==> src/hdl/erpm_pkg.sv <==
// Shared constants, codes and lane status type for the four-wheel speed estimator.
package erpm_pkg;

  localparam int WHEELS = 4;
  localparam int KIND_W = 2;
  localparam int TIME_W = 32;
  localparam int CNT_W  = 32;
  localparam int CPR_W  = 16;
  localparam int RES_W  = 32;

  // Magnitude of a count change fits 33 bits (at most 2^32).
  localparam int MAG_W   = 33;
  // 60000 * 256 = 15360000 needs 24 bits.
  localparam int SCALE_W = 24;
  localparam logic [SCALE_W-1:0] SCALE_Q8 = 24'd15360000;
  localparam int NUM_W   = MAG_W + SCALE_W;
  localparam int DEN_W   = CPR_W + TIME_W;
  localparam int STEP_W  = $clog2(NUM_W);

  // Item kinds.
  localparam logic [KIND_W-1:0] KIND_SAMPLE = 2'd0;
  localparam logic [KIND_W-1:0] KIND_CLEAR  = 2'd1;
  localparam logic [KIND_W-1:0] KIND_PRIME  = 2'd2;

  // What one lane reports to the merge stage.
  typedef struct packed {
    logic             done;
    logic             neg;
    logic             zero;
    logic [NUM_W-1:0] quot;
  } lane_stat_t;

endpackage

==> src/hdl/erpm_lane.sv <==
// One wheel lane: count delta, magnitude, scaling multiply and restoring divider.
module erpm_lane #(
  parameter int COUNT_BITS = 32
) (
  input  logic                           clk,
  input  logic                           rst,
  input  logic                           start,
  input  logic [erpm_pkg::CNT_W-1:0]     cur,
  input  logic [erpm_pkg::CNT_W-1:0]     prev,
  input  logic [erpm_pkg::TIME_W-1:0]    dt,
  input  logic [erpm_pkg::CPR_W-1:0]     cpr,
  input  logic                           ack,
  output erpm_pkg::lane_stat_t           stat
);

  localparam logic [2:0] ST_IDLE = 3'd0;
  localparam logic [2:0] ST_ABS  = 3'd1;
  localparam logic [2:0] ST_MUL  = 3'd2;
  localparam logic [2:0] ST_DIV  = 3'd3;
  localparam logic [2:0] ST_DONE = 3'd4;

  // Bits kept from the exact difference before it is read back as signed.
  localparam int KB = (COUNT_BITS < 33) ? COUNT_BITS : 33;
  localparam int DW = 34;

  logic [2:0]                      state;
  logic [DW-1:0]                   delta;
  logic [erpm_pkg::TIME_W-1:0]     dt_q;
  logic                            neg;
  logic [erpm_pkg::MAG_W-1:0]      mag;
  logic [erpm_pkg::NUM_W-1:0]      num;
  logic [erpm_pkg::DEN_W-1:0]      den;
  logic [erpm_pkg::DEN_W-1:0]      rem;
  logic [erpm_pkg::STEP_W-1:0]     step;

  logic [32:0]                     diff;
  logic [KB-1:0]                   diff_k;
  logic [DW-1:0]                   delta_next;
  logic [DW-1:0]                   delta_neg;
  logic [erpm_pkg::DEN_W:0]        rem_sh;
  logic [erpm_pkg::DEN_W+1:0]      rem_sub;
  logic                            qbit;

  assign diff       = {cur[erpm_pkg::CNT_W-1], cur} - {prev[erpm_pkg::CNT_W-1], prev};
  assign diff_k     = diff[KB-1:0];
  assign delta_next = {{(DW-KB){diff_k[KB-1]}}, diff_k};
  assign delta_neg  = '0 - delta;

  assign rem_sh  = {rem, num[erpm_pkg::NUM_W-1]};
  assign rem_sub = {1'b0, rem_sh} - {2'b00, den};
  assign qbit    = ~rem_sub[erpm_pkg::DEN_W+1];

  always_ff @(posedge clk) begin
    if (rst) begin
      state <= ST_IDLE;
    end else begin
      unique case (state)
        ST_IDLE: begin
          if (start) begin
            delta <= delta_next;
            dt_q  <= dt;
            state <= ST_ABS;
          end
        end
        ST_ABS: begin
          neg   <= delta[DW-1];
          mag   <= delta[DW-1] ? delta_neg[erpm_pkg::MAG_W-1:0] : delta[erpm_pkg::MAG_W-1:0];
          state <= ST_MUL;
        end
        ST_MUL: begin
          num   <= mag * erpm_pkg::SCALE_Q8;
          den   <= cpr * dt_q;
          rem   <= '0;
          step  <= erpm_pkg::STEP_W'(erpm_pkg::NUM_W - 1);
          state <= ST_DIV;
        end
        ST_DIV: begin
          rem  <= qbit ? rem_sub[erpm_pkg::DEN_W-1:0] : rem_sh[erpm_pkg::DEN_W-1:0];
          num  <= {num[erpm_pkg::NUM_W-2:0], qbit};
          step <= step - 1'b1;
          if (step == '0) begin
            state <= ST_DONE;
          end
        end
        ST_DONE: begin
          if (ack) begin
            state <= ST_IDLE;
          end
        end
        default: begin
          state <= ST_IDLE;
        end
      endcase
    end
  end

  assign stat.done = (state == ST_DONE);
  assign stat.neg  = neg;
  assign stat.zero = (den == '0);
  assign stat.quot = num;

endmodule

==> config.mk <==
export PLATFORM = sky130hd
export DESIGN_NAME = erpm_lane
export DESIGN_NICKNAME = d
export VERILOG_FILES = /design/src/hdl/erpm_pkg.sv /design/src/hdl/erpm_lane.sv
export SDC_FILE = /design/constraint.sdc
export NUM_CORES = 2
export LEC_CHECK = 0
export BUFFER_PORTS_ARGS = -buffer_cell sky130_fd_sc_hd__buf_2
export CORE_MARGIN = 2
export CORE_UTILIZATION = 50
export CTS_BUF_LIST = sky130_fd_sc_hd__clkbuf_8
export CTS_CLUSTER_SIZE = 25
export DETAILED_ROUTE_END_ITERATION = 8
export HOLD_SLACK_MARGIN = 0.06
export PLACE_DENSITY = 0.67
export SLEW_MARGIN = 20
export SYNTH_ARGS = -nofsm -noshare
export SYNTH_HDL_FRONTEND = slang
export SYNTH_SLANG_ARGS = --single-unit
==> constraint.sdc <==
create_clock -name clk -period 13.5 [get_ports clk]
set_clock_uncertainty 0.15 [all_clocks]
set_input_delay 2.7 -clock clk [delete_from_list [all_inputs] [get_ports clk]]
set_output_delay 2.7 -clock clk [all_outputs]
set_load 0.05 [all_outputs]
==> metrics.txt <==
Ys Warns=0; setup TNS=0 ns; cts hold-fix bufs=0; worst-path cell chain=buf_2 > nand2_1 > fa_1 > inv_1 > fa_1 > fa_1 > fa_1 > fa_1 > inv_1 > fa_1 > inv_1 > ha_1 > a21o_1 > a31oi_1 > nand2_1 > a2111oi_0 > o31a_1 > a2111oi_0 > o311ai_0 > o2bb2ai_1 > o21a_1 > xnor2_1; Synth Register Bits=260; Crit path max-delay family=adder cells; routed length per instance=17.8 µm; Fmax=108 MHz; Least-Margin Pin Slew=1.02 ns; Vias=27.0k; Seq/Total Area, Yosys=20.9%; Synth top area share=30.4%; Port Buffers=175; share of cells above drive strength 1=7.48%; CP endpoint kind=flip-flop; met3 routed WL=5930 µm; Mapped Cells=3904; buffers and inverters on the worst path=4; min-delay worst type=flip-flop to flip-flop; Core Area=0.0742 mm²; Final min period=9.29 ns; R2R Path Start=dt_q[12]; full die area=0.0768 mm²; run status=completed; Hold Path Origin=num[6]; RSZ-0062 raised after global routing=false; Rel. slew slack=31.9%; synth-to-layout area growth=7.50%; Async S/R FF share, synth=0%; final WL=89400 µm; Worst-path clk slew=0.06 ns; Fill cells=6692; grt ovf=0; dpl hpwl=69800 µm; Critical Path AT=9.53 ns; Slew Limit Fails=0; count of final setup violators=0; Primary FF master, synth=edfxtp_1; FF-to-FF path depth=21; CTS H-tree depth=2; slowest cell on the critical path=a2111oi_0; endpoints failing hold=0; Reg2Reg Setup Slack=5.84 ns; Post-DRT Antenna Nets=0; Via density=5.38; Final GP Congestion=0.910; largest area contributor in the netlist=fa_1; DP Worst Slack=3.56 ns; Required @ worst endpoint=13.74 ns; Clock Sinks=260; vias in the first global route=27.4k; CP peak stage delay=0.64 ns; DR pass1 iterations=6; Area contributors post-synth=fa_1 (30%), edfxtp_1 (21%), ha_1 (11%), inv_1 (7.5%), nand2_1 (4.6%); fin crit share=68.8%; final hold slack=0.374 ns; first-pass GRT wire length=147000 µm; Skew-Pair Late Insertion Delay=0.72 ns; row count=100; Post-synth EDFFs=257; critical path depth in cells=22; uppermost routed layer=met4; CTS resizes=0; Crit. Startpoint=cpr[8]; CTS Root Cell=clkbuf_8; Iter 0 DRT Violations=1938; critical path startpoint category=input pin; max-cap violation count=0; post-CTS setup repair buffer count=0; syn_nets=4899; All-Layer GR Usage=23.9%; CTS tree=built; Die Ht=277 µm; # IOs=176; die width=277 µm; largest net degree at the start of global routing=73; final worst slack=4.21 ns; initial antenna violation count=4; mapped cell area=0.0373 mm²; Clock Tree Buf Depth=3; CP Max Fanout=32; Top cell by count, worst path=fa_1; Worst R2R End=den[42]; Final Net Count=4990; Met2 Wirelength=40300 µm; initial core utilization=50.3%; synth unique cells=79; drt drc=0; Setup crit end=den[42]; Avg Inst Size Synth=9.55 µm²; number of CTS-inserted buffers=50; CP Class=input pin to flip-flop; met1 WL=41400 µm
## worst min path at each step
stage | end | cells after the start
6_report | num[7] | 1
5_1_grt | state[1] | 1
4_1_cts | state[1] | 1
3_5_place_dp | state[1] | 1
3_3_place_gp | state[1] | 1
2_1_floorplan | mag[0] | 0
## worst register-to-register path: stages (launching register included)
cell and delay (ns):
edfxtp_1 0.93, nand2_1 0.22, fa_1 0.58, inv_1 0.05, fa_1 0.48, fa_1 0.58, fa_1 0.44, fa_1 0.49
inv_1 0.05, fa_1 0.48, inv_1 0.07, ha_1 0.38, a21o_1 0.21, a31oi_1 0.20, nand2_1 0.10, a2111oi_0 0.64
o31a_1 0.29, a2111oi_0 0.15, o311ai_0 0.36, o2bb2ai_1 0.23, o21a_1 0.19, xnor2_1 0.07
## placed cells by master (no fill, tap or decap), types with 49 or more instances in the layout
| cell | netlist | routed |
|---|---|---|
| buf_2 | 4 | 175 |
| a21oi_1 | 184 | 184 |
| o21ai_0 | 107 | 107 |
| nor2_1 | 146 | 145 |
| inv_1 | 747 | 756 |
| xor2_1 | 49 | 49 |
| and2_1 | 243 | 243 |
| nand2_1 | 454 | 454 |
| xnor2_1 | 125 | 125 |
| clkbuf_8 | 0 | 52 |
| fa_1 | 566 | 566 |
| edfxtp_1 | 257 | 257 |
| ha_1 | 313 | 313 |
| a21o_1 | 96 | 96 |
## cell usage after synthesis, types with 5 or more instances
cell and number:
inv_1 747, fa_1 566, nand2_1 454, ha_1 313, edfxtp_1 257, and2_1 243
a21oi_1 184, nor2_1 146, clkbuf_1 141, xnor2_1 125, o21ai_0 107, a21o_1 96
xor2_1 49, mux2i_1 36, nand3_1 33, nand4_1 32, nor3_1 28, a211oi_1 22
nor4_1 21, o21a_1 21, o21bai_1 21, a31oi_1 19, and3_1 19, nand2b_1 18
nor2b_1 17, o211ai_1 12, o31ai_1 11, a31o_2 10, o31a_1 9, or2_2 9
or3_1 9, a21boi_0 8, a221oi_1 8, a22oi_1 6, and4_1 6, or4_1 6
a2111oi_0 5, a221o_1 5, o2111ai_1 5, o41ai_1 5, or4_4 5
## state kept, by name, indices dropped and copies added, names as in the netlist
signal	cells
delta	32
neg	1
rem	48
step	6
mag	33
den	48
dt_q	32
num	57
state	3
## layout make-up
cell class | instances | area [µm²] | area share (%)
multi-input cells | 2749 | 26200 | 65.3
repair buffers | 187 | 966 | 2.41
clock inverters | 42 | 419 | 1.05
diodes | 4 | 10.0 | 0.0250
flip-flops and latches | 260 | 7780 | 19.4
clock buffers | 52 | 716 | 1.79
well taps | 969 | 1210 | 3.02
inverters | 747 | 2800 | 6.99
## kinds of logic after synthesis
group | after synthesis | share of synthesized area, %
AOI/OAI and AO/OA | 596 | 10.3
xor gates and xnor gates | 174 | 4.09
adders and majority gates | 879 | 40.9
buffers and inverters | 895 | 9.03
DFF | 260 | 20.9
muxes | 37 | 0.996
other | 1 | 0.0101
and+or+nand+nor | 1062 | 13.8
## through the flow
stage / utilization [%] / std cells / area [µm²]
floorplan: - / 3904 / 37300
global placement: 52.5 / 4912 / 38900
detailed placement: 52.5 / 4912 / 38900
CTS: 54.0 / 5006 / 40100
global route: 54.0 / 5010 / 40100
finish: 54.0 / 5010 / 40100
## metal layers
layer / track usage (%) / vias up
met2: 37.3 / 797
met4: 5.73 / 0
li1: - / 12800
met1: 34.8 / 13300
met5: 0 / -
met3: 4.39 / 107
Power is not shown: default switching activity piles up to over one toggle a cycle in this logic, so the estimate is an artifact.
