--- src/hdl/erpm_pkg.sv ---
// Shared constants, codes and lane status type for the four-wheel speed estimator.
package erpm_pkg;

  localparam int WHEELS = 4;
  localparam int KIND_W = 2;
  localparam int TIME_W = 32;
  localparam int CNT_W  = 32;
  localparam int CPR_W  = 16;
  localparam int RES_W  = 32;

  // Magnitude of a count change fits 33 bits (at most 2^32).
  localparam int MAG_W   = 33;
  // 60000 * 256 = 15360000 needs 24 bits.
  localparam int SCALE_W = 24;
  localparam logic [SCALE_W-1:0] SCALE_Q8 = 24'd15360000;
  localparam int NUM_W   = MAG_W + SCALE_W;
  localparam int DEN_W   = CPR_W + TIME_W;
  localparam int STEP_W  = $clog2(NUM_W);

  // Item kinds.
  localparam logic [KIND_W-1:0] KIND_SAMPLE = 2'd0;
  localparam logic [KIND_W-1:0] KIND_CLEAR  = 2'd1;
  localparam logic [KIND_W-1:0] KIND_PRIME  = 2'd2;

  // What one lane reports to the merge stage.
  typedef struct packed {
    logic             done;
    logic             neg;
    logic             zero;
    logic [NUM_W-1:0] quot;
  } lane_stat_t;

endpackage

--- src/hdl/erpm_speed_if.sv ---
// Output channel carrying the four wheel speeds of one sample.
interface erpm_speed_if;
  logic               valid;
  logic               ready;
  logic signed [31:0] rpm_front_left;
  logic signed [31:0] rpm_front_right;
  logic signed [31:0] rpm_rear_left;
  logic signed [31:0] rpm_rear_right;

  modport source (output valid, output rpm_front_left, output rpm_front_right,
                  output rpm_rear_left, output rpm_rear_right, input ready);
  modport sink   (input valid, input rpm_front_left, input rpm_front_right,
                  input rpm_rear_left, input rpm_rear_right, output ready);
endinterface

--- src/hdl/erpm_merge.sv ---
// Merge stage: saturates the four lane quotients and holds them in the output register.
module erpm_merge (
  input  logic                 clk,
  input  logic                 rst,
  input  erpm_pkg::lane_stat_t stat [erpm_pkg::WHEELS],
  output logic                 ack,
  erpm_speed_if.source         speed
);

  logic [erpm_pkg::RES_W-1:0] rpm [erpm_pkg::WHEELS];
  logic                       all_done;

  function automatic logic [erpm_pkg::RES_W-1:0] saturate(input erpm_pkg::lane_stat_t s);
    logic big;
    big = |s.quot[erpm_pkg::NUM_W-1:erpm_pkg::RES_W-1];
    if (s.zero) begin
      return '0;
    end else if (s.neg) begin
      return big ? {1'b1, {(erpm_pkg::RES_W-1){1'b0}}}
                 : '0 - s.quot[erpm_pkg::RES_W-1:0];
    end else begin
      return big ? {1'b0, {(erpm_pkg::RES_W-1){1'b1}}} : s.quot[erpm_pkg::RES_W-1:0];
    end
  endfunction

  assign all_done = stat[0].done & stat[1].done & stat[2].done & stat[3].done;
  assign ack      = all_done & (~speed.valid | speed.ready);

  always_ff @(posedge clk) begin
    if (rst) begin
      speed.valid <= 1'b0;
    end else if (ack) begin
      speed.valid <= 1'b1;
    end else if (speed.ready) begin
      speed.valid <= 1'b0;
    end
  end

  always_ff @(posedge clk) begin
    if (ack) begin
      for (int i = 0; i < erpm_pkg::WHEELS; i++) begin
        rpm[i] <= saturate(stat[i]);
      end
    end
  end

  assign speed.rpm_front_left  = rpm[0];
  assign speed.rpm_front_right = rpm[1];
  assign speed.rpm_rear_left   = rpm[2];
  assign speed.rpm_rear_right  = rpm[3];

endmodule
--- src/flat_wrapper.sv ---
// flat-port wrapper written by rule: the top's interface ports become plain ports
module erpm_merge_flat 
  (clk, rst, stat, ack, speed_valid, speed_rpm_front_left, speed_rpm_front_right, speed_rpm_rear_left, speed_rpm_rear_right, speed_ready);
  erpm_speed_if speed_i ();
  input  logic clk;
  input  logic rst;
  input  erpm_pkg::lane_stat_t stat[erpm_pkg::WHEELS];
  output logic ack;
  output wire logic [$bits(speed_i.valid)-1:0] speed_valid;
  output wire logic [$bits(speed_i.rpm_front_left)-1:0] speed_rpm_front_left;
  output wire logic [$bits(speed_i.rpm_front_right)-1:0] speed_rpm_front_right;
  output wire logic [$bits(speed_i.rpm_rear_left)-1:0] speed_rpm_rear_left;
  output wire logic [$bits(speed_i.rpm_rear_right)-1:0] speed_rpm_rear_right;
  input wire logic [$bits(speed_i.ready)-1:0] speed_ready;
  assign speed_valid = speed_i.valid;
  assign speed_rpm_front_left = speed_i.rpm_front_left;
  assign speed_rpm_front_right = speed_i.rpm_front_right;
  assign speed_rpm_rear_left = speed_i.rpm_rear_left;
  assign speed_rpm_rear_right = speed_i.rpm_rear_right;
  assign speed_i.ready = speed_ready;
  erpm_merge u_core (.clk(clk), .rst(rst), .stat(stat), .ack(ack), .speed(speed_i));
endmodule
--- config.mk ---
export PLATFORM = sky130hd
export DESIGN_NAME = erpm_merge_flat
export DESIGN_NICKNAME = d
export VERILOG_FILES = /design/src/hdl/erpm_pkg.sv /design/src/hdl/erpm_speed_if.sv /design/src/hdl/erpm_merge.sv /design/src/flat_wrapper.sv
export SDC_FILE = /design/constraint.sdc
export NUM_CORES = 1
export LEC_CHECK = 0
export BUFFER_PORTS_ARGS = -buffer_cell sky130_fd_sc_hd__buf_2
export CORE_UTILIZATION = 25
export CTS_CLUSTER_SIZE = 16
export DETAILED_ROUTE_END_ITERATION = 10
export PLACE_DENSITY = 0.43
export SLEW_MARGIN = 20
export SYNTH_ARGS = -nofsm -noshare
export SYNTH_HDL_FRONTEND = slang
export SYNTH_SLANG_ARGS = --single-unit
--- constraint.sdc ---
create_clock -name clk -period 17.76 [get_ports clk]
set_input_delay 0.888 -clock clk [delete_from_list [all_inputs] [get_ports clk]]
set_output_delay 0.888 -clock clk [all_outputs]
set_load 0.02 [all_outputs]
==> results.sh, run 1 <==
export IMPL_run_status="finished clean"
export IMPL_post_place_cells=1806
export IMPL_h_tree_depth=4
export IMPL_static_leakage_power_uw=0.00449
export IMPL_final_min_period_over_clock_period_pct=19.3
export IMPL_tritoncts_buffers=17
export IMPL_grt_overflow=0
export IMPL_critPathRequiredTime_ns=17.99
export IMPL_synth_fp_nets=1275
export IMPL_finish_net_count=1611
export IMPL_final_instance_count_excl_fill=1839
export IMPL_synth_area_um2=9220
export IMPL_antenna_found_initial=3
export IMPL_worst_pin_slew_ns=0.982
export IMPL_routed_wirelength_um=34100
export IMPL_cp_data_arrival_time_ns=3.66
export IMPL_powerDensity_nw_per_um2=66.7
export IMPL_yosys_area_top_type_share_pct=41.7
export IMPL_grt_pass1_vias=9447
export IMPL_ys_warnings_count=0
export IMPL_clk_pin_slew_worst_paths_ns=0.06
export IMPL_cp_start_kind="input port"
export IMPL_critPathMaxFanout=22
export IMPL_critical_path_class="input port to flop"
export IMPL_post_dp_hpwl_um=24900
export IMPL_initial_utilization_pct=25.7
export IMPL_gp_congestion=0.784
export IMPL_portBuffers=372
export IMPL_timing_final_crit_period_ns=3.43
export IMPL_setup_reg_to_reg_worst_slack_ns=15.28
export IMPL_timing_max_transition_violations_final=0
export IMPL_synth_cell_types=65
export IMPL_floorplan_die_width_um=194
export IMPL_gr_usage_all_layers_pct=17.9
export IMPL_post_synth_top_area_cell="sky130_fd_sc_hd__edfxtp_1"
export IMPL_placeable_core_area_um2=35900
export IMPL_cts_path_max_buffers=2
export IMPL_post_cts_buffers=0
export IMPL_postSynthRegisterBits=129
export IMPL_number_of_instances_in_the_synthesized_netlist=1028
export IMPL_seq_area_frac_synth_pct=41.9
export IMPL_most_frequent_cells_in_the_layout="372 x sky130_fd_sc_hd__buf_2, 128 x sky130_fd_sc_hd__edfxtp_1, 119 x sky130_fd_sc_hd__nor2_1"
export IMPL_min_delay_path_class="flop to flop"
export IMPL_grt_start_max_net_pins=52
export IMPL_synth_enable_flop_cells=128
export IMPL_clkSinkCount=129
export IMPL_layout_skew_ns=0.00657
export IMPL_worst_skew_pair_late_latency_ns=0.44
export IMPL_cts_root_buffer="sky130_fd_sc_hd__clkbuf_16"
export IMPL_final_cell_area_um2=12100
export IMPL_timing_critical_path_to_type="flop"
export IMPL_finalHoldViolCount=0
export IMPL_rsz_0062_raised_after_global_routing="false"
export IMPL_power_ir_vdd_worst_mv=0.0648
export IMPL_floorplan_io_pins=373
export IMPL_detail_route_wl_per_cell_um=18.5
export IMPL_fin_setup_tns_ns=0
export IMPL_grt_first_pass_wirelength_um=53400
export IMPL_cts_hold_repair_buffers=0
export IMPL_site_rows=69
export IMPL_post_dp_cell_area_um2=11500
export IMPL_detailedRoute_firstIterationViolations=556
export IMPL_fmax_ghz=0.292
export IMPL_drt_pass1_iterations=5
export IMPL_drv_max_cap_violation_count=0
export IMPL_final_setup_viol_count=0
export IMPL_area_delta_synth_final_pct=30.7
export IMPL_viasPerCell=5.24
export IMPL_via_count=9628
export IMPL_worst_slew_margin_rel_pct=34.3
export IMPL_die_h_um=194
export IMPL_die_area_um2=37700
export IMPL_ys_dominant_reg_cell="sky130_fd_sc_hd__edfxtp_1"
export IMPL_ys_top_cells_by_area="sky130_fd_sc_hd__edfxtp_1 42%, sky130_fd_sc_hd__nor2_1 4.8%, sky130_fd_sc_hd__nor4_1 4.4%"
export IMPL_avgSynthCellArea_um2=8.97
export IMPL_tritoncts="yes"
export IMPL_filler_cell_count=3824
export IMPL_synth_async_reset_ratio_pct=0
export IMPL_drive_gt1_share_pct=32.3
export IMPL_cts_resized_gates=0
export IMPL_mostFrequentLayoutCell="sky130_fd_sc_hd__buf_2"
export IMPL_remaining_number_of_nets_flagged_by_the_antenna_check_after_routing=0
export IMPL_drt_drc_violations_left=0
per-stage QoR:
step	hold WS [ns]	worst slack, ns	total power [uW]	util (%)
6_report	0.500	14.33	804	33.6
5_1_grt	0.521	13.85	837	33.6
4_1_cts	0.504	14.32	815	33.6
3_5_place_dp	0.489	13.76	466	32.0
3_3_place_gp	0.487	13.96	465	32.0
2_1_floorplan	0.557	9.96	407	-
synth_stat cells (24+ instances only):
cell / instances
sky130_fd_sc_hd__nor4_1: 65
sky130_fd_sc_hd__nand2_1: 76
sky130_fd_sc_hd__a21oi_1: 58
sky130_fd_sc_hd__nand3_1: 24
sky130_fd_sc_hd__o21ai_0: 62
sky130_fd_sc_hd__mux2i_1: 34
sky130_fd_sc_hd__edfxtp_1: 128
sky130_fd_sc_hd__nor3_1: 45
sky130_fd_sc_hd__clkbuf_1: 61
sky130_fd_sc_hd__inv_1: 33
sky130_fd_sc_hd__nand2b_1: 29
sky130_fd_sc_hd__nor2_1: 119
cell families (layout without fill, tap and decap cells):
kind of cell,after synthesis,in the layout,share of synthesized area (%)
xor gates and xnor gates,7,7,0.665
muxes,46,46,5.16
AOI/OAI and AO/OA,266,266,19.7
and+or+nand+nor,475,475,27.9
adders and majority gates,4,4,0.543
buffers and inverters,101,450,4.11
other,0,1,0
DFF,129,129,41.9
worst max-delay path, cell delays in order:
cell                        delay, ns
sky130_fd_sc_hd__buf_2           0.09
sky130_fd_sc_hd__nor4_1          0.34
sky130_fd_sc_hd__nand3_1         0.71
sky130_fd_sc_hd__nor2_1          1.03
sky130_fd_sc_hd__nor2_1          0.19
sky130_fd_sc_hd__a2111oi_0       0.40
sequential cells by signal, indices dropped and copies added, names as in the netlist:
| name | count |
|---|---|
| u_core.rpm | 128 |
| u_core.speed.valid | 1 |
layout make-up:
type	count	area (um2)	share of cell area (%)
antenna	1	2.50	0.0208
clock buffer	19	433	3.59
clock inverter	13	120	0.997
inverter	36	135	1.12
multi-input combinational	798	4980	41.4
sequential	129	3860	32.1
tap	461	577	4.79
timing repair buffer	382	1940	16.1
path summary, 6_finish.rpt:
kind	start	end	cells past startpoint
worst max-delay path	stat[51]	u_core.rpm[3][25]$_SDFFCE_PP0P_	6
worst min-delay path	u_core.speed.valid$_SDFFE_PP0P_	u_core.speed.valid$_SDFFE_PP0P_	2
worst min register to register	u_core.speed.valid$_SDFFE_PP0P_	u_core.speed.valid$_SDFFE_PP0P_	2
worst max register to register	u_core.speed.valid$_SDFFE_PP0P_	u_core.rpm[0][16]$_SDFFCE_PP0P_	4
metal layers:
| layer | routed length [um] | vias to the layer above | track usage (%) |
|---|---|---|---|
| met1 | 15700 | 4541 | 23.5 |
| met4 | 623 | 4 | 6.00 |
| met3 | 1880 | 35 | 4.11 |
| li1 | - | 4747 | - |
| met2 | 15800 | 301 | 28.8 |
| met5 | 33 | - | 0 |
power breakdown:
group | internal [uW] | switching (uW) | total, uW | leakage (uW)
Combinational | 45.9 | 72.3 | 118 | 0.00296
Sequential | 340 | 1.09 | 341 | 0.00127
Clock | 203 | 142 | 345 | 0.000267
Total | 589 | 215 | 804 | 0.00449
(Power assumes the default switching activity.)
==> run 2, diff against run 1 <==
==> constraint.sdc (replaced) <==
create_clock -name clk -period 3.4 [get_ports clk]
set_input_delay 0.17 -clock clk [delete_from_list [all_inputs] [get_ports clk]]
set_output_delay 0.17 -clock clk [all_outputs]
set_load 0.02 [all_outputs]
==> run 2 against run 1 <==
  * Cell area rose by 1.2%
  * Non-clock buffer count is 16 higher
  * Clock-buffer cell count unchanged
  * Via count increased by 1.8%
  * Sequential power rose to 5.2 times the previous value
  * Routed wire length about the same
  * Sequential cell count unchanged
  * Die area stayed put
  * Cell count is 0.92% higher
  * Utilization increased by 0.41 points
  * Sequential share of layout area decreased by 0.39 points
  * Worst hold slack got worse by 0.40 ns
==> results.sh, run 2 (synthesized netlist as in run 1, its figures left out) <==
export IMPL_die_area_um2=37700
export IMPL_worst_skew_pair_late_latency_ns=0.43
export IMPL_routed_wirelength_um=34000
export IMPL_initial_utilization_pct=25.7
export IMPL_portBuffers=372
export IMPL_rr_startpoint="u_core.speed.valid$_SDFFE_PP0P_"
export IMPL_report_power_total_uw=4200
export IMPL_power_ir_vdd_worst_mv=0.335
export IMPL_final_setup_viol_count=0
export IMPL_floorplan_io_pins=373
export IMPL_gp_congestion=0.823
export IMPL_worst_slew_margin_rel_pct=35.7
export IMPL_layout_skew_ns=0.00611
export IMPL_post_dp_hpwl_um=24900
export IMPL_finalHoldViolCount=0
export IMPL_largest_register_ff_count=128
export IMPL_clk_pin_slew_worst_paths_ns=0.07
export IMPL_post_cts_buffers=0
export IMPL_pre_cts_slack_ns=0.887
export IMPL_run_status="finished clean"
export IMPL_holdPathStages=3
export IMPL_rsz_0062_raised_after_global_routing="false"
export IMPL_static_leakage_power_uw=0.00457
export IMPL_fin_hold_ws_ns=0.0981
export IMPL_critPathMaxFanout=9
export IMPL_cp_data_arrival_time_ns=2.25
export IMPL_via_count=9806
export IMPL_critical_path_startpoint="stat[120]"
export IMPL_floorplan_die_width_um=194
export IMPL_drt_pass1_iterations=4
export IMPL_drt_drc_violations_left=0
export IMPL_die_h_um=194
export IMPL_final_min_period_over_clock_period_pct=59.4
export IMPL_crit_reg2reg_capture="u_core.rpm[0][25]$_SDFFCE_PP0P_"
export IMPL_cts_path_max_buffers=2
export IMPL_fin_setup_tns_ns=0
export IMPL_antenna_found_initial=2
export IMPL_timing_final_crit_period_ns=2.02
export IMPL_tritoncts="yes"
export IMPL_detail_route_wl_per_cell_um=18.3
export IMPL_timing_critical_path_to_type="flop"
export IMPL_cp_start_kind="input port"
export IMPL_tritoncts_buffers=17
export IMPL_top_flop_regs="u_core.rpm (128), u_core.speed.valid (1)"
export IMPL_timing_max_transition_violations_final=0
export IMPL_filler_cell_count=3798
export IMPL_powerDensity_nw_per_um2=344
export IMPL_drive_gt1_share_pct=33.1
export IMPL_finish_net_count=1627
export IMPL_placeable_core_area_um2=35900
export IMPL_gr_usage_all_layers_pct=17.7
export IMPL_h_tree_depth=4
export IMPL_site_rows=69
export IMPL_grt_start_max_net_pins=65
export IMPL_grt_pass1_vias=9389
export IMPL_critPathRequiredTime_ns=3.63
export IMPL_grt_first_pass_wirelength_um=53000
export IMPL_register_bank_with_the_most_flops="u_core.rpm"
export IMPL_reg2regPathDepth=3
export IMPL_critical_path_class="input port to flop"
export IMPL_drv_max_cap_violation_count=0
export IMPL_min_delay_path_class="input port to flop"
export IMPL_clkSinkCount=129
export IMPL_detailedRoute_firstIterationViolations=458
export IMPL_setup_reg_to_reg_worst_slack_ns=1.69
export IMPL_remaining_number_of_nets_flagged_by_the_antenna_check_after_routing=0
export IMPL_most_frequent_cells_in_the_layout="372 x sky130_fd_sc_hd__buf_2, 128 x sky130_fd_sc_hd__edfxtp_1, 119 x sky130_fd_sc_hd__nor2_1"
export IMPL_cts_root_buffer="sky130_fd_sc_hd__clkbuf_16"
export IMPL_fmax_ghz=0.495
export IMPL_postLayoutSetupSlackWorst_ns=1.38
export IMPL_area_delta_synth_final_pct=32.3
export IMPL_viasPerCell=5.28
export IMPL_mostFrequentLayoutCell="sky130_fd_sc_hd__buf_2"
export IMPL_worst_pin_slew_ns=0.965
export IMPL_grt_overflow=0
export IMPL_critical_path_capture_point="u_core.rpm[1][26]$_SDFFCE_PP0P_"
-- run 2: per-stage QoR --
step | utilization (%) | instances | instance area (um2)
global route | 34.0 | 1854 | 12200
finish | 34.0 | 1856 | 12200
global placement | 32.4 | 1820 | 11600
floorplan | - | 1028 | 9230
detailed placement | 32.4 | 1820 | 11600
CTS | 34.0 | 1854 | 12200
-- run 2: worst min-delay path by stage --
| stage | startpoint | endpoint | slack [ns] |
|---|---|---|---|
| global route | stat[21] | u_core.rpm[3][21]$_SDFFCE_PP0P_ | 0.09 |
| detailed placement | rst | u_core.speed.valid$_SDFFE_PP0P_ | 0.33 |
| finish | stat[60] | u_core.rpm[2][0]$_SDFFCE_PP0P_ | 0.1 |
| global placement | rst | u_core.speed.valid$_SDFFE_PP0P_ | 0.33 |
| floorplan | rst | u_core.speed.valid$_SDFFE_PP0P_ | 0.24 |
| CTS | stat[60] | u_core.rpm[2][0]$_SDFFCE_PP0P_ | 0.07 |
-- run 2: repair_timing --
item | 4_1_cts | 5_1_grt
endpoints found under the hold margin | 1 | 0
resized for setup | 0 | 0
hold buffers | 2 | 0
-- run 2: worst max-delay path: stages --
cell,delay (ns)
sky130_fd_sc_hd__buf_2,0.12
sky130_fd_sc_hd__inv_1,0.08
sky130_fd_sc_hd__ha_1,0.18
sky130_fd_sc_hd__nor3b_2,0.53
sky130_fd_sc_hd__nand4_2,0.36
sky130_fd_sc_hd__nor4_1,0.42
sky130_fd_sc_hd__mux2i_1,0.12
sky130_fd_sc_hd__a2111oi_1,0.28
-- run 2: area by class of cell --
cell class	count	area, um2	area share [%]
Multi-Input combinational cell	798	4980	40.9
Sequential cell	129	3860	31.7
Timing Repair Buffer	398	2090	17.1
Tap cell	461	577	4.73
Clock buffer	19	433	3.55
Inverter	36	135	1.11
Clock inverter	13	115	0.943
Antenna cell	2	5.00	0.0410
-- run 2: layer usage --
metal | up-vias | part of all wire, % | global-route usage (%)
met5 | - | 0.047 | 0
met4 | 2 | 1.8 | 6.26
met3 | 33 | 5.0 | 3.88
met2 | 293 | 47 | 28.3
met1 | 4703 | 46 | 23.4
li1 | 4775 | - | -
-- run 2: power by group --
part           leakage, uW  internal (uW)  switching (uW)
clock network     0.000259           1000             781
registers          0.00127           1770            4.76
logic              0.00305            248             386
total              0.00457           3030            1170
==> run 3, diff against run 2 <==
==> constraint.sdc (replaced) <==
create_clock -name clk -period 2.1 [get_ports clk]
set_input_delay 0.105 -clock clk [delete_from_list [all_inputs] [get_ports clk]]
set_output_delay 0.105 -clock clk [all_outputs]
set_load 0.02 [all_outputs]
==> run 3 against run 2 <==
  * Global-route usage up 0.72 points
  * Worst hold slack got worse by 0.058 ns
  * Clock skew increased by 0.0022 ns
  * Sequential share of layout area fell by 1.6 points
  * Largest power group is now clock
  * Setup slack lost 1.2 ns
  * Register-to-register slack got worse by 0.99 ns
  * Largest cell class unchanged
  * Combinational power is 69% higher
  * Via count increased by 3.0%
  * Power up 75%
  * Critical endpoint is now u_core.rpm[0][21]$_SDFFCE_PP0P_
==> results.sh, run 3 (synthesized netlist as in run 1, its figures left out) <==
export IMPL_drv_max_cap_violation_count=0
export IMPL_fmax_ghz=0.520
export IMPL_initial_utilization_pct=25.7
export IMPL_critical_path_class="input port to flop"
export IMPL_cp_slowest_stage_delay_ns=0.57
export IMPL_gp_congestion=0.816
export IMPL_register_bank_with_the_most_flops="u_core.rpm"
export IMPL_placeable_core_area_um2=35900
export IMPL_cts_root_buffer="sky130_fd_sc_hd__clkbuf_16"
export IMPL_cp_data_arrival_time_ns=2.14
export IMPL_antenna_found_initial=3
export IMPL_report_power_total_uw=7340
export IMPL_timing_critical_path_buf_inv=2
export IMPL_layout_skew_ns=0.00832
export IMPL_remaining_number_of_nets_flagged_by_the_antenna_check_after_routing=0
export IMPL_grt_overflow=0
export IMPL_top_flop_regs="u_core.rpm (128), u_core.speed.valid (1)"
export IMPL_critPathRequiredTime_ns=2.32
export IMPL_area_delta_synth_final_pct=39.3
export IMPL_crit_slowest_cell="sky130_fd_sc_hd__or4_4"
export IMPL_worst_pin_slew_ns=0.910
export IMPL_timing_max_transition_violations_final=0
export IMPL_floorplan_die_width_um=194
export IMPL_crit_reg2reg_capture="u_core.rpm[0][18]$_SDFFCE_PP0P_"
export IMPL_filler_cell_count=3788
export IMPL_multi_input_comb_area_um2=5000
export IMPL_path_cells="dlygate4sd3_1 > buf_2 > or4_4 > nor4_1 > mux2i_1 > a2111oi_1"
export IMPL_portBuffers=372
export IMPL_run_status="finished clean"
export IMPL_clkSinkCount=129
export IMPL_wp_depth=6
export IMPL_final_setup_viol_count=0
export IMPL_reg2regPathDepth=3
export IMPL_powerDensity_nw_per_um2=571
export IMPL_cts_path_max_buffers=2
export IMPL_critPathMaxFanout=8
export IMPL_most_frequent_cells_in_the_layout="372 x sky130_fd_sc_hd__buf_2, 128 x sky130_fd_sc_hd__edfxtp_1, 119 x sky130_fd_sc_hd__nor2_1"
export IMPL_power_ir_vdd_worst_mv=0.560
export IMPL_gr_usage_all_layers_pct=18.4
export IMPL_detail_route_wl_per_cell_um=18.1
export IMPL_die_h_um=194
export IMPL_drive_gt1_share_pct=36.5
export IMPL_pre_cts_slack_ns=-0.135
export IMPL_worst_slew_margin_rel_pct=39.3
export IMPL_h_tree_depth=4
export IMPL_die_area_um2=37700
export IMPL_tritoncts_buffers=17
export IMPL_rr_startpoint="u_core.speed.valid$_SDFFE_PP0P_"
export IMPL_floorplan_io_pins=373
export IMPL_min_delay_path_class="input port to flop"
export IMPL_site_rows=69
export IMPL_detailedRoute_firstIterationViolations=642
export IMPL_grt_first_pass_wirelength_um=55000
export IMPL_worst_skew_pair_late_latency_ns=0.44
export IMPL_cp_start_kind="input port"
export IMPL_routed_wirelength_um=35000
export IMPL_post_dp_hpwl_um=25900
export IMPL_timing_critical_path_to_type="flop"
export IMPL_postLayoutSetupSlackWorst_ns=0.177
export IMPL_grt_pass1_vias=9750
export IMPL_post_cts_buffers=0
export IMPL_critical_path_capture_point="u_core.rpm[0][21]$_SDFFCE_PP0P_"
export IMPL_ff_latch_area_um2=3860
export IMPL_mostFrequentLayoutCell="sky130_fd_sc_hd__buf_2"
export IMPL_finish_net_count=1698
export IMPL_setup_reg_to_reg_worst_slack_ns=0.70
export IMPL_path_delay_family="simple AND/OR/NAND/NOR gates"
export IMPL_timing_final_crit_period_ns=1.92
export IMPL_finalHoldViolCount=0
export IMPL_viasPerCell=5.24
export IMPL_static_leakage_power_uw=0.00497
export IMPL_critical_path_startpoint="stat[195]"
export IMPL_largest_register_ff_count=128
export IMPL_grt_start_max_net_pins=72
export IMPL_rsz_0062_raised_after_global_routing="false"
export IMPL_final_min_period_over_clock_period_pct=91.6
export IMPL_drt_drc_violations_left=0
export IMPL_via_count=10100
export IMPL_tritoncts="yes"
export IMPL_clk_pin_slew_worst_paths_ns=0.06
export IMPL_drt_pass1_iterations=7
-- run 3: cell types whose count changed in the layout (fill, tap and decap cells not counted), moves of 2 or more --
cell / change
sky130_fd_sc_hd__bufinv_16: +4
sky130_fd_sc_hd__clkbuf_1: -2
sky130_fd_sc_hd__clkinvlp_4: -2
sky130_fd_sc_hd__clkinv_1: +3
sky130_fd_sc_hd__clkinv_2: -3
sky130_fd_sc_hd__buf_4: +70
-- run 3: how the worst min path moves through the flow --
| stage | cells after the start | to | startpoint | slack, ns |
|---|---|---|---|---|
| finish | 2 | u_core.rpm[3][21]$_SDFFCE_PP0P_ | stat[21] | 0.04 |
| global route | 2 | u_core.rpm[3][21]$_SDFFCE_PP0P_ | stat[21] | 0.02 |
| CTS | 2 | u_core.rpm[3][21]$_SDFFCE_PP0P_ | stat[21] | 0.01 |
| detailed placement | 2 | u_core.speed.valid$_SDFFE_PP0P_ | rst | 0.26 |
| global placement | 2 | u_core.speed.valid$_SDFFE_PP0P_ | rst | 0.27 |
| floorplan | 1 | u_core.speed.valid$_SDFFE_PP0P_ | rst | 0.17 |
-- run 3: layout make-up --
class / count / area share, %
multi-input combinational: 798 / 38.9
sequential: 129 / 30.1
timing repair buffer: 469 / 20.4
tap: 461 / 4.49
clock buffer: 17 / 3.31
clock inverter: 15 / 1.68
inverter: 36 / 1.05
antenna: 3 / 0.0584
-- run 3: what timing repair did --
| item | CTS | global route |
|---|---|---|
| endpoints found under the setup margin | 0 | 8 |
| hold buffers | 3 | 0 |
| hold endpoints to repair | 2 | 0 |
| gates resized for setup | 0 | 5 |
-- run 3: worst reg2reg max path, stage by stage, from the launching register on --
cell                       delay, ns
sky130_fd_sc_hd__dfxtp_2        0.32
sky130_fd_sc_hd__nand2b_1       0.10
sky130_fd_sc_hd__nor2b_4        0.22
sky130_fd_sc_hd__buf_12         0.34
-- run 3: power by group --
part	internal [uW]	switching, uW	total [uW]
combinational	442	632	1070
clock	2100	1290	3390
sequential	2870	7.63	2880
-- run 3: stage by stage --
step | setup TNS, ns | util, % | instance area, um2 | instances | hold slack, ns
2_1_floorplan | -101.32 | - | 9230 | 1028 | 0.167
5_1_grt | 0 | 35.8 | 12800 | 1927 | 0.0220
4_1_cts | 0 | 35.7 | 12800 | 1925 | 0.0142
3_3_place_gp | -0.245 | 33.8 | 12200 | 1890 | 0.266
6_report | 0 | 35.8 | 12800 | 1928 | 0.0399
3_5_place_dp | -0.145 | 33.8 | 12200 | 1890 | 0.257
-- run 3: per-layer routing --
metal  up-vias  global-route usage (%)  part of all wire, %
li1       4925                       -                    -
met1      4820                    24.7                   46
met2       320                    29.3                   46
met3        34                    4.04                  5.4
met4         2                    6.06                  1.8
met5         -                       0                0.046
